<file path="src/rtl/core/rsst_pkg.sv">
// Package with the shared widths, codes and control structs of the range sum segment tree.
package rsst_pkg;

  localparam int unsigned LeafBits = 8;
  localparam int unsigned NodeBits = LeafBits + 1;
  localparam int unsigned CursorBits = LeafBits + 2;
  localparam int unsigned DataW = 32;
  localparam int unsigned InDataW = 48;

  localparam logic [CursorBits-1:0] LeafBase = CursorBits'(1) << LeafBits;
  localparam logic [CursorBits-1:0] RootNode = CursorBits'(1);

  localparam logic FuncUpdate = 1'b0;
  localparam logic FuncQuery = 1'b1;

  typedef struct packed {
    logic clr_step;
    logic load;
    logic rd_l;
    logic rd_r_dec;
    logic acc;
    logic inc_l;
    logic shift;
    logic upd_leaf;
    logic upd_node;
    logic load_out;
  } cmd_t;

  typedef struct packed {
    logic clr_done;
    logic l_lt_r;
    logic l_odd;
    logic r_odd;
    logic l_root;
    logic out_free;
  } status_t;

endpackage

</file>
<file path="src/rtl/core/rsst_controller.sv">
// Controller state machine that sequences clearing, updates and queries of the segment tree.
module rsst_controller
  import rsst_pkg::*;
(
  input  logic    clk_i,
  input  logic    rst_ni,
  input  logic    s_tvalid_i,
  input  logic    func_i,
  input  status_t status_i,
  output logic    s_tready_o,
  output cmd_t    cmd_o
);

  localparam logic [3:0] StClear = 4'd0;
  localparam logic [3:0] StIdle = 4'd1;
  localparam logic [3:0] StUpdRdLeaf = 4'd2;
  localparam logic [3:0] StUpdLeaf = 4'd3;
  localparam logic [3:0] StUpdRdNode = 4'd4;
  localparam logic [3:0] StUpdNode = 4'd5;
  localparam logic [3:0] StQryCheck = 4'd6;
  localparam logic [3:0] StQryAccL = 4'd7;
  localparam logic [3:0] StQryAccR = 4'd8;
  localparam logic [3:0] StDone = 4'd9;

  logic [3:0] state_q, state_d;

  assign s_tready_o = (state_q == StIdle);

  always_comb begin
    state_d = state_q;
    cmd_o = '0;
    case (state_q)
      StClear: begin
        cmd_o.clr_step = 1'b1;
        if (status_i.clr_done) begin
          state_d = StIdle;
        end
      end
      StIdle: begin
        if (s_tvalid_i) begin
          cmd_o.load = 1'b1;
          state_d = (func_i == FuncQuery) ? StQryCheck : StUpdRdLeaf;
        end
      end
      StUpdRdLeaf: begin
        cmd_o.rd_l = 1'b1;
        state_d = StUpdLeaf;
      end
      StUpdLeaf: begin
        cmd_o.upd_leaf = 1'b1;
        state_d = StUpdRdNode;
      end
      StUpdRdNode: begin
        cmd_o.rd_l = 1'b1;
        state_d = StUpdNode;
      end
      StUpdNode: begin
        cmd_o.upd_node = 1'b1;
        state_d = status_i.l_root ? StDone : StUpdRdNode;
      end
      StQryCheck: begin
        if (!status_i.l_lt_r) begin
          state_d = StDone;
        end else if (status_i.l_odd) begin
          cmd_o.rd_l = 1'b1;
          state_d = StQryAccL;
        end else if (status_i.r_odd) begin
          cmd_o.rd_r_dec = 1'b1;
          state_d = StQryAccR;
        end else begin
          cmd_o.shift = 1'b1;
        end
      end
      StQryAccL: begin
        cmd_o.acc = 1'b1;
        cmd_o.inc_l = 1'b1;
        state_d = StQryCheck;
      end
      StQryAccR: begin
        cmd_o.acc = 1'b1;
        state_d = StQryCheck;
      end
      StDone: begin
        if (status_i.out_free) begin
          cmd_o.load_out = 1'b1;
          state_d = StIdle;
        end
      end
      default: begin
        state_d = StIdle;
      end
    endcase
  end

  always_ff @(posedge clk_i or negedge rst_ni) begin
    if (!rst_ni) begin
      state_q <= StClear;
    end else begin
      state_q <= state_d;
    end
  end

  a_clear_then_idle: assert property (@(posedge clk_i) disable iff (!rst_ni)
    (state_q == StClear && status_i.clr_done) |=> (state_q == StIdle))
    else $error("Clearing pass did not end in idle.");

  a_load_only_idle: assert property (@(posedge clk_i) disable iff (!rst_ni)
    cmd_o.load |=> (state_q == StUpdRdLeaf || state_q == StQryCheck))
    else $error("Accepted transaction did not start a walk.");

  a_update_reads_first: assert property (@(posedge clk_i) disable iff (!rst_ni)
    (cmd_o.upd_leaf || cmd_o.upd_node) |-> $past(cmd_o.rd_l))
    else $error("Node written without a preceding read.");

endmodule

</file>
<file path="config.mk">
export PLATFORM = sky130hd
export DESIGN_NAME = rsst_controller
export DESIGN_NICKNAME = d
export VERILOG_FILES = /design/src/rtl/core/rsst_pkg.sv /design/src/rtl/core/rsst_controller.sv
export SDC_FILE = /design/constraint.sdc
export NUM_CORES = 1
export LEC_CHECK = 0
export ABC_AREA = 1
export ABC_CLOCK_PERIOD_IN_PS = 2350
export BUFFER_PORTS_ARGS = -buffer_cell sky130_fd_sc_hd__buf_2
export CAP_MARGIN = 20
export CORE_AREA = 2 2 39 41
export DETAILED_ROUTE_END_ITERATION = 6
export DIE_AREA = 0 0 41 43
export GPL_ROUTABILITY_DRIVEN = 0
export PLACE_DENSITY_LB_ADDON = 0.15
export SETUP_SLACK_MARGIN = 0.02
export SLEW_MARGIN = 30
export SYNTH_ARGS = -nofsm -noshare
export SYNTH_HDL_FRONTEND = slang
export SYNTH_SLANG_ARGS = --single-unit
export TNS_END_PERCENT = 5
</file>
<file path="constraint.sdc">
create_clock -name clk_i -period 2.35 [get_ports clk_i]
set_input_delay 0.1175 -clock clk_i [delete_from_list [all_inputs] [get_ports clk_i]]
set_output_delay 0.1175 -clock clk_i [all_outputs]
set_load 0.05 [all_outputs]
</file>
==> metrics.cfg <==
[global_route]
grt_pass1_vias=398
first_pass_grt_wire_length_microns=1559
global_route.overflow_total=0
grt_antenna_before_repair=0
maximum_number_of_pins_on_one_net_before_global_route_repair=8
grt.total_usage_pct=13.43

[clocking]
cts-root-to-sink-buffers=2
clock_tree_root=clkbuf_4
tritoncts_num_sinks=4
htree_num_levels=1
skew_pair_late_insertion_delay_ns=0.25
cts-buffers-inserted=3
clk_pin_slew_ns=0.04
cts_tree=done

[final_layout]
fillCellCount=160
largest_register_ffs=4
final-instance-count-excl-fill=116
num-nets-final=112
final_layout_size_suffix_gt1_share_pct=46.00
antenna_cells=0
largest-register=state_q
reg_top3=state_q (4)
area_growth_syn_to_layout_pct=34.17

[worst_setup_path]
cp_data_arrival_time_ns=1.49
worst_setup_path_start_kind=register
delay_contributed_by_the_slowest_stage_of_the_critical_path_ns=0.46
cp_data_required_time_ns=2.23
worst-setup-path-type=reg -> out
timing.critical_path.fanout_max=7
cp_slowest_cell=dfrtp_1
crit_path_frequent_cell=nor2_2
worstPathCellList=nor2_2, nand2_2, nor2_2, or2_1, buf_2
timing.critical_path.to_type=output pin

[synth]
netlist.top_cell.by_area=dfrtp_1
ys.warnings.count=0
synth_seq_cells=4
synth.cell_area_sq_um=446.7
syn_area_per_cell_sq_um=5.877
synth_top_cell_area_share_pct=22.41
synthCells=76
ys_types=16
synth-seq-area-share_pct=22.41
ranking_of_synthesized_cells_by_area=dfrtp_1 (22%), nand2_1 (17%), nor2_2 (11%)
synthesis.nets=86

[timing]
finalCritPeriodShare_pct=68.46
headroom_to_the_max_slew_limit_pct=82.55
timing.fmax_mhz=621.6
post_route_skew_ns=0.009196
report.final.slew_viol_count=0
grt_setup_unrepaired=false
finalHoldViolCount=0
final_layout_setup_total_negative_slack_ns=0
tightestPinTransition_ns=0.2617
fin_crit_ns=1.609
timing.final.setup_violations=0

[routing]
first_pass_iters=3
drc=0
totalWireLength_microns=1047
wl_per_cell_microns=9.026
detail_route.vias_per_cell=4.500
detail_route.iter0.violations=7
dr_total_vias=522
antenna_left=0

[die]
fp.dieW_microns=41
die_y_microns=43
die-area_sq_um=1763
ios=21
initial_core_util_pct=32.28
num_rows=14
core_area_sq_um=1384

[power_and_ir_drop]
ir_drop_mv=0.7005
pwr_density_cell_nw_per_um2=1554
total_leakage_power_nw=0.3854

[outcome]
outcome=finished clean

[placed_design]
io_buffer_count=20
dpl.hpwl_microns=880.1
dp_cells=112

[hold_path]
hp-class=in -> async

[job]
max_cap_violations=0

placed cells by master (no fill, tap or decap), drive strengths merged, types with 2 or more instances in the layout:
cell / instances
nand4: 2
buf: 20
clkbuf: 3
nand3: 5
nor2: 17
nand2: 27
dfrtp: 4
inv: 15
o211ai: 2
stage by stage:
stage / worst slack [ns] / cell area [sq um] / utilization [%] / hold WS [ns] / power [mW]
6_report: 0.7411 / 599.3 / 43.31 / 0.1967 / 0.9313
5_1_grt: 0.6522 / 599.3 / 43.31 / 0.2320 / 0.9917
4_1_cts: 0.7444 / 599.3 / 43.31 / 0.2023 / 0.9329
3_5_place_dp: 0.9990 / 566.8 / 40.96 / -0.07011 / 0.8392
3_3_place_gp: 1.029 / 566.8 / 40.96 / -0.07403 / 0.8409
2_1_floorplan: 0.2047 / 446.7 / - / -0.1781 / 0.7061
path summary, 6_finish.rpt:
check	from	end	slack [ns]	depth (start not counted)
max	state_q[0]$_DFFE_PN0P_	cmd_o[7]	0.74	5
max in group asynchronous	rst_ni	state_q[1]$_DFFE_PN0P_	2.02	2
min	rst_ni	state_q[3]$_DFFE_PN0P_	0.20	2
min reg2reg	state_q[2]$_DFFE_PN0P_	state_q[3]$_DFFE_PN0P_	0.68	3
min in group clk_i	status_i[0]	state_q[3]$_DFFE_PN0P_	0.20	4
max reg2reg	state_q[0]$_DFFE_PN0P_	state_q[2]$_DFFE_PN0P_	1.04	8
where the power goes:
group / switching, mW / internal [mW] / leakage (nW)
Clock: 0.0345 / 0.0575 / 0.0138
Sequential: 0.0502 / 0.102 / 0.0506
Combinational: 0.502 / 0.185 / 0.321
Total: 0.586 / 0.345 / 0.385
logic make-up after synthesis:
family	share of synthesized area (%)
and+or+nand+nor	60.78
buffers and inverters	13.44
AOI/OAI and AO/OA	3.360
DFF	22.41
routing by layer:
metal | GRT usage, % | up-vias | part of all wire [%]
li1 | - | 279 | -
met3 | 1.571 | 5 | 5.4
met5 | 0 | - | 0
met1 | 17.38 | 221 | 46
met2 | 19.38 | 17 | 45
met4 | 10.00 | 0 | 3.2
worst max-delay path, delay by kind of cell, from the launching register on:
kind                   cells  cell delay, ns
and+or+nand+nor            4            0.54
DFF                        1            0.46
buffers and inverters      1            0.25
cells in the mapped netlist, drive strengths merged:
library cell  number
nand3              5
o211ai             2
nor3               1
nand4              2
dfrtp              4
nor2              17
inv               15
or2                1
nand2             27
nor4               1
clkinv             1
cell type report:
cell class / instances / area, sq um / area share (%)
Timing Repair Buffer: 21 / 110.1 / 18.37
Inverter: 16 / 60.06 / 10.02
Tap cell: 16 / 20.02 / 3.340
Clock buffer: 3 / 22.52 / 3.758
Sequential cell: 4 / 100.1 / 16.70
Multi-Input combinational cell: 56 / 286.5 / 47.81
what timing repair did:
action / 4_1_cts / 5_1_grt
hold buffers: 1 / 0
hold endpoints to repair: 4 / 0
gates resized for setup: 0 / 0
setup buffers: 0 / 0
(Power assumes the default switching activity.)
